## src/rtl/multi_policy_process_scheduler_macros.svh

```systemverilog
// Assertion helpers used by the scheduler controller.
`ifndef MULTI_POLICY_PROCESS_SCHEDULER_MACROS_SVH
`define MULTI_POLICY_PROCESS_SCHEDULER_MACROS_SVH

// Assert that an antecedent implies a consequent in the same cycle.
`define MPS_ASSERT_IMP(label, clk, rst_n, ante, cons, msg) \
    label: assert property (@(posedge clk) disable iff (!rst_n) (ante) |-> (cons)) \
        else $error(msg);

// Assert that an antecedent implies a consequent in the next cycle.
`define MPS_ASSERT_NEXT(label, clk, rst_n, ante, cons, msg) \
    label: assert property (@(posedge clk) disable iff (!rst_n) (ante) |=> (cons)) \
        else $error(msg);

`endif

```

## src/rtl/mps_pkg.sv

```systemverilog
// ----------------------------------------------------------------------------
// mps_pkg
// Types, codes and constants of the multi-policy process scheduler.
// ----------------------------------------------------------------------------
package mps_pkg;

    localparam int TABLE_SIZE_DEF = 16;
    localparam logic [16:0] Q_ONE     = 17'h10000;
    localparam logic [16:0] USAGE_MAX = 17'h1FFFF;
    localparam logic [39:0] RATIO_BOUND = 40'd10000000 << 16;
    localparam logic [31:0] COUNT_MAX = 32'hFFFF_FFFF;

    typedef enum logic [2:0] {
        OP_START = 3'd0,
        OP_END   = 3'd1,
        OP_PICK  = 3'd2,
        OP_TICK  = 3'd3,
        OP_REQ   = 3'd4
    } op_t;

    localparam logic [2:0] POL_ARB  = 3'd0;
    localparam logic [2:0] POL_FIFO = 3'd1;
    localparam logic [2:0] POL_LIFO = 3'd2;
    localparam logic [2:0] POL_RR   = 3'd3;
    localparam logic [2:0] POL_PS   = 3'd4;

    typedef enum logic [3:0] {
        ST_IDLE,
        ST_SCAN,
        ST_DIV,
        ST_DIV2,
        ST_REQ,
        ST_REQ_WAIT,
        ST_WALK,
        ST_CLEAR,
        ST_DONE,
        ST_OUT
    } state_t;

    // Commands from controller to datapath.
    typedef struct packed {
        logic load;      // capture input beat
        logic scan_clr;  // reset scan index and accumulators (not read by the datapath; load does this)
        logic scan_step; // visit one entry
        logic div_go;    // start divider on current entry or on the rate request
        logic tick_upd;  // write usage from divider
        logic ratio_upd; // write ratio from divider
        logic walk_step; // follow one link in end walk
        logic clr_step;  // clear one entry's usage counters
        logic finish;    // apply final update and form result
    } cmd_t;

    // Status from datapath to controller.
    typedef struct packed {
        logic scan_last;
        logic div_busy;
        logic need_div;
        logic need_ratio;
        logic walk_done;
        logic clr_last;
        logic need_clear;
    } stat_t;

endpackage

```

## src/rtl/mps_ctrl.sv

```systemverilog
// ----------------------------------------------------------------------------
// mps_ctrl
// Sequencer: drives the datapath through scan, divide, walk and clear steps.
// ----------------------------------------------------------------------------
module mps_ctrl (
    input  logic             clk,
    input  logic             rst_n,
    input  logic             in_valid,
    input  logic [2:0]       in_op,
    output logic             in_ready,
    output logic             out_valid,
    input  logic             out_ready,
    output mps_pkg::cmd_t    cmd,
    input  mps_pkg::stat_t   stat
);
    import mps_pkg::*;
    `include "multi_policy_process_scheduler_macros.svh"

    state_t state_reg, state_next;
    logic [2:0] op_reg, op_next;

    always_comb
    begin
        state_next = state_reg;
        op_next    = op_reg;
        unique case (state_reg)
            ST_IDLE:
                if (in_valid)
                begin
                    op_next = in_op;
                    priority if (in_op == OP_TICK || in_op == OP_PICK)
                        state_next = ST_SCAN;
                    else if (in_op == OP_END)
                        state_next = ST_WALK;
                    else if (in_op == OP_REQ)
                        state_next = ST_REQ;
                    else
                        state_next = ST_DONE;
                end
            ST_SCAN:
                priority if (stat.scan_last)
                    state_next = ST_DONE;
                else if (op_reg == OP_TICK && stat.need_div)
                    state_next = ST_DIV;
            ST_DIV:
                if (!stat.div_busy)
                    state_next = stat.need_ratio ? ST_DIV2 : (stat.scan_last ? ST_DONE : ST_SCAN);
            ST_DIV2:
                if (!stat.div_busy)
                    state_next = stat.scan_last ? ST_DONE : ST_SCAN;
            ST_REQ:
                state_next = ST_REQ_WAIT;
            ST_REQ_WAIT:
                if (!stat.div_busy)
                    state_next = ST_DONE;
            ST_WALK:
                if (stat.walk_done)
                    state_next = ST_DONE;
            ST_DONE:
                state_next = stat.need_clear ? ST_CLEAR : ST_OUT;
            ST_CLEAR:
                if (stat.clr_last)
                    state_next = ST_OUT;
            ST_OUT:
                if (out_ready)
                    state_next = ST_IDLE;
            default:
                state_next = ST_IDLE;
        endcase
    end

    // Issue datapath commands per state.
    always_comb
    begin
        cmd       = '0;
        in_ready  = (state_reg == ST_IDLE);
        out_valid = (state_reg == ST_OUT);
        unique case (state_reg)
            ST_IDLE:
                if (in_valid)
                begin
                    cmd.load     = 1'b1;
                    cmd.scan_clr = 1'b1;
                end
            ST_SCAN:
                if (!stat.scan_last)
                begin
                    if (op_reg == OP_TICK && stat.need_div)
                        cmd.div_go = 1'b1;
                    else
                        cmd.scan_step = 1'b1;
                end
            ST_DIV:
                if (!stat.div_busy)
                begin
                    cmd.tick_upd = 1'b1;
                    if (!stat.need_ratio)
                        cmd.scan_step = 1'b1;
                end
            ST_DIV2:
                if (!stat.div_busy)
                begin
                    cmd.ratio_upd = 1'b1;
                    cmd.scan_step = 1'b1;
                end
            ST_REQ:
                cmd.div_go = 1'b1;
            ST_REQ_WAIT:
                cmd = '0;
            ST_WALK:
                cmd.walk_step = 1'b1;
            ST_DONE:
                cmd.finish = 1'b1;
            ST_CLEAR:
                cmd.clr_step = 1'b1;
            ST_OUT:
                cmd = '0;
            default:
                cmd = '0;
        endcase
    end

    always_ff @(posedge clk or negedge rst_n)
    begin
        if (!rst_n)
        begin
            state_reg <= ST_IDLE;
            op_reg    <= '0;
        end
        else
        begin
            state_reg <= state_next;
            op_reg    <= op_next;
        end
    end

    `MPS_ASSERT_IMP(a_ready_idle, clk, rst_n, in_ready && out_valid, 1'b0, "ready and valid overlap")
    `MPS_ASSERT_NEXT(a_out_hold, clk, rst_n, out_valid && !out_ready, out_valid, "result dropped")
    `MPS_ASSERT_NEXT(a_load_leaves, clk, rst_n, in_valid && in_ready, !in_ready, "idle after accept")
endmodule

```

## config.mk

```make
export PLATFORM = sky130hd
export DESIGN_NAME = mps_ctrl
export DESIGN_NICKNAME = d
export VERILOG_FILES = /design/src/rtl/mps_pkg.sv /design/src/rtl/mps_ctrl.sv
export VERILOG_INCLUDE_DIRS = /design/src /design/src/rtl
export SDC_FILE = /design/constraint.sdc
export NUM_CORES = 1
export LEC_CHECK = 0
export BUFFER_PORTS_ARGS = -buffer_cell sky130_fd_sc_hd__buf_4
export CAP_MARGIN = 20
export CORE_MARGIN = 4
export CORE_UTILIZATION = 44
export DETAILED_ROUTE_END_ITERATION = 10
export PLACE_DENSITY = 0.72
export SETUP_SLACK_MARGIN = 0.15
export SLEW_MARGIN = 15
export SYNTH_ARGS = -nofsm -noshare
export SYNTH_HDL_FRONTEND = slang
export SYNTH_SLANG_ARGS = --single-unit
```

## constraint.sdc

```tcl
create_clock -name clk -period 1.6 [get_ports clk]
set_input_delay 0.48 -clock clk [delete_from_list [all_inputs] [get_ports clk]]
set_output_delay 0.48 -clock clk [all_outputs]
set_load 0.03 [all_outputs]
```

==> out/metrics.yaml <==
worst_setup_path:
  critical_path_class: "register to output pin"
  path_max_fanout: 2
  reg2reg_depth: 9
  end_kind: "output pin"
  critPathTopFamily: "simple AND/OR/NAND/NOR gates"
  critical_path_buf_inv_count: 3
  rr_endpoint: "state_reg[3]"
  slowest_delay_ps: 400
  worst_path_most_repeated_cell: "buf_6"
  path_cells: "buf_6 -> nor4_4 -> nand2_2 -> clkinvlp_4 -> buf_6"
  cp.arrival_ps: 1510
  ff2ff_setup_slack_ps: -360
  regToRegStartpoint: "state_reg[2]"
  cpMaxStageDelayCell: "dfrtp_1"
  cp.required_ps: 1120
  cp-start-kind: "register"
flow_run:
  max-cap-violations: 0
pwr:
  ir_drop_v: 0.00132
  p_leak_nw: 0.653
  p_seq_frac: 0.131
  clkPwrFrac: 0.063
  p_per_area_nw_per_um2: 1860
  power_frac_comb: 0.807
  p_switching_w: 0.00133
  switching_share: 0.481
  internal_power_w: 0.00144
clocking:
  cts_buffers: 3
  clk_latency_ps: 260
  root_buffer: "clkbuf_4"
  cts_max_level: 1
  clk_pin_slew_ps: 60
  cts.path.max_buffers: 2
  cts.sinks: 7
  cts_tree: "built"
  cts_hold_buf: 0
floorplanning:
  die_height_um: 49.7
  die_w_um: 49.7
  die_area_um2: 2470
  ios: 25
  start_util: 0.485
  coreArea_um2: 1580
  core.rowCount: 14
global_routing:
  first_global_vias: 1036
  use_met1: 0.301
  grt_util_met2: 0.504
  antenna_found_initial: 0
  grt_busiest_layer: "met2"
  overflow: 0
  grt_max_degree: 10
  met3_usage: 0.0452
  grt_pass1_wl_um: 5150
  grtUsageTotal: 0.274
sta:
  finalHoldViolCount: 0
  fmax_ghz: 0.503
  finalSetupViolations: 18
  fin_crit_sh: 1.24
  setup_slack_ps: -390
  rsz0062_at_grt: "true"
  finalClockSkew_ps: 1.08
  max_slew_margin: 0.746
  worst_pin_slew_ps: 378
  report.final.slew_viol_count: 0
  fin_crit_ps: 1990
status:
  status: "finished, violations left"
  violations: "setup timing"
place:
  dpl-instance-area_um2: 1200
  place_congestion: 0.827
  io_buffers: 24
  hpwl_um: 1820
synth:
  synth_warnings: 0
  ys_types: 41
  syn-instance-count: 91
  synth.largest_area_cell: "dfrtp_1"
  syn_nets: 105
  synthTopCellsByArea: "dfrtp_1, nor2_1, o21ai_2"
  synth_area_per_cell_um2: 8.40
  synth-async-reset-ratio: 1.00
  yosys.area.top_type_share: 0.229
  synth-seq-cells: 7
  yosysSeqAreaShare: 0.229
  synth_area_um2: 764
  synth_edf_count: 0
  synthFlopType: "dfrtp_1"
detailed_routing:
  via_per_inst: 6.38
  post_drt_wl_per_cell_um: 24.1
  drt_iter0_drc: 60
  ant_nets: 0
  vias: 1034
  drc: 0
  wl_um: 3900
  first_pass_iters: 4
cells_and_area:
  syn_to_final_growth_pct: 94.6
  nets: 161
  antennaDiodeCount: 0
  drive_gt1_frac: 0.699
  final_area_um2: 1490
  n_fill_cell: 50
  postLayoutCoreUtil: 0.944
  largest_reg_flops: 4
hold_path:
  hold_path_class: "input port to asynchronous set/reset pin"
## cells in the mapped netlist, types with 3 or more instances
master / number
buf_2: 4
nand2b_1: 3
nor3_1: 4
inv_1: 5
nand2_1: 5
o21ai_2: 3
dfrtp_1: 7
a21oi_1: 4
nor2_1: 11
## worst reg2reg max path: cells and delay by family, from the launching register on
family | cells | cell delay, ps
AO/OA/AOI/OAI | 2 | 420
buffers and inverters | 4 | 520
flip-flops | 1 | 400
AND/OR/NAND/NOR | 3 | 540
## metal layers
metal	wire length, µm	vias to the layer above
li1	-	439
met1	1460	499
met2	1960	74
met3	293	22
met4	184	0
met5	0	-
## stage by stage
| stage | setup WS [ps] | total power [W] | TNS, ps | hold slack [ps] | instances |
|---|---|---|---|---|---|
| finish | -390 | 0.00277 | -4880 | 20.7 | 162 |
| global route | -435 | 0.00289 | -5700 | -0.790 | 162 |
| CTS | -309 | 0.00246 | -3360 | 19.7 | 160 |
| detailed placement | -190 | 0.00195 | -771 | 296 | 145 |
| global placement | -103 | 0.00191 | -669 | 296 | 145 |
| floorplan | -511 | 0.00140 | -1210 | 184 | 91 |
## worst max path at each step
| stage | slack, ps | cells after the start | start | end |
|---|---|---|---|---|
| floorplan | -510 | 5 | state_reg[2] | cmd[8] |
| global placement | -100 | 5 | state_reg[1] | state_reg[1] |
| detailed placement | -190 | 5 | state_reg[1] | state_reg[1] |
| CTS | -310 | 5 | state_reg[2] | cmd[8] |
| global route | -430 | 5 | state_reg[2] | cmd[8] |
| finish | -390 | 5 | state_reg[2] | cmd[8] |
## power by group through the flow
stage               registers [W]  logic (W)  clock network (W)
detailed placement       0.000335    0.00161                  0
global placement         0.000333    0.00158                  0
CTS                      0.000338    0.00195           0.000172
floorplan                0.000306    0.00109                  0
finish                   0.000361    0.00223           0.000174
global route             0.000366    0.00233           0.000195
## kinds of logic after synthesis
| group | synth area share |
|---|---|
| AND/OR/NAND/NOR | 0.370 |
| AO/OA/AOI/OAI | 0.236 |
| buffers and inverters | 0.0998 |
| flip-flops | 0.229 |
| multiplexers | 0.0426 |
| XOR/XNOR | 0.0229 |
## final cells by class
cell class / count / area [µm²] / share of cell area
multi-input combinational: 71 / 693 / 0.466
timing repair buffer: 59 / 548 / 0.368
sequential: 7 / 178 / 0.119
clock buffer: 4 / 26.3 / 0.0177
tap: 16 / 20.0 / 0.0135
inverter: 5 / 22.5 / 0.0151
## layout by cell type, fill, tap and decap left out, types with 2 or more instances in the layout
cell type | netlist | final
buf_4 | 2 | 39
buf_6 | 2 | 16
nor2_4 | 0 | 6
nor2_1 | 11 | 6
dfrtp_1 | 7 | 5
a21oi_1 | 4 | 4
nand2_2 | 1 | 3
o21ai_2 | 3 | 3
nor3_1 | 4 | 3
inv_1 | 5 | 3
clkbuf_4 | 0 | 3
buf_12 | 0 | 3
and3_4 | 0 | 2
nand2b_4 | 0 | 2
o21ai_4 | 0 | 2
and2b_1 | 2 | 2
and3b_1 | 2 | 2
nor4b_4 | 1 | 2
o32a_1 | 2 | 2
nand2_1 | 5 | 2
a2111oi_2 | 1 | 2
mux2_4 | 0 | 2
xnor2_1 | 2 | 2
dfrtp_2 | 0 | 2
## repair_timing
item,4_1_cts,5_1_grt
pin swaps,15,5
endpoints found under the setup margin,17,18
buffers inserted,11,2
endpoints found under the hold margin,0,0
gates resized for setup,33,7
No activity file was read; power rests on OpenSTA's default activity.
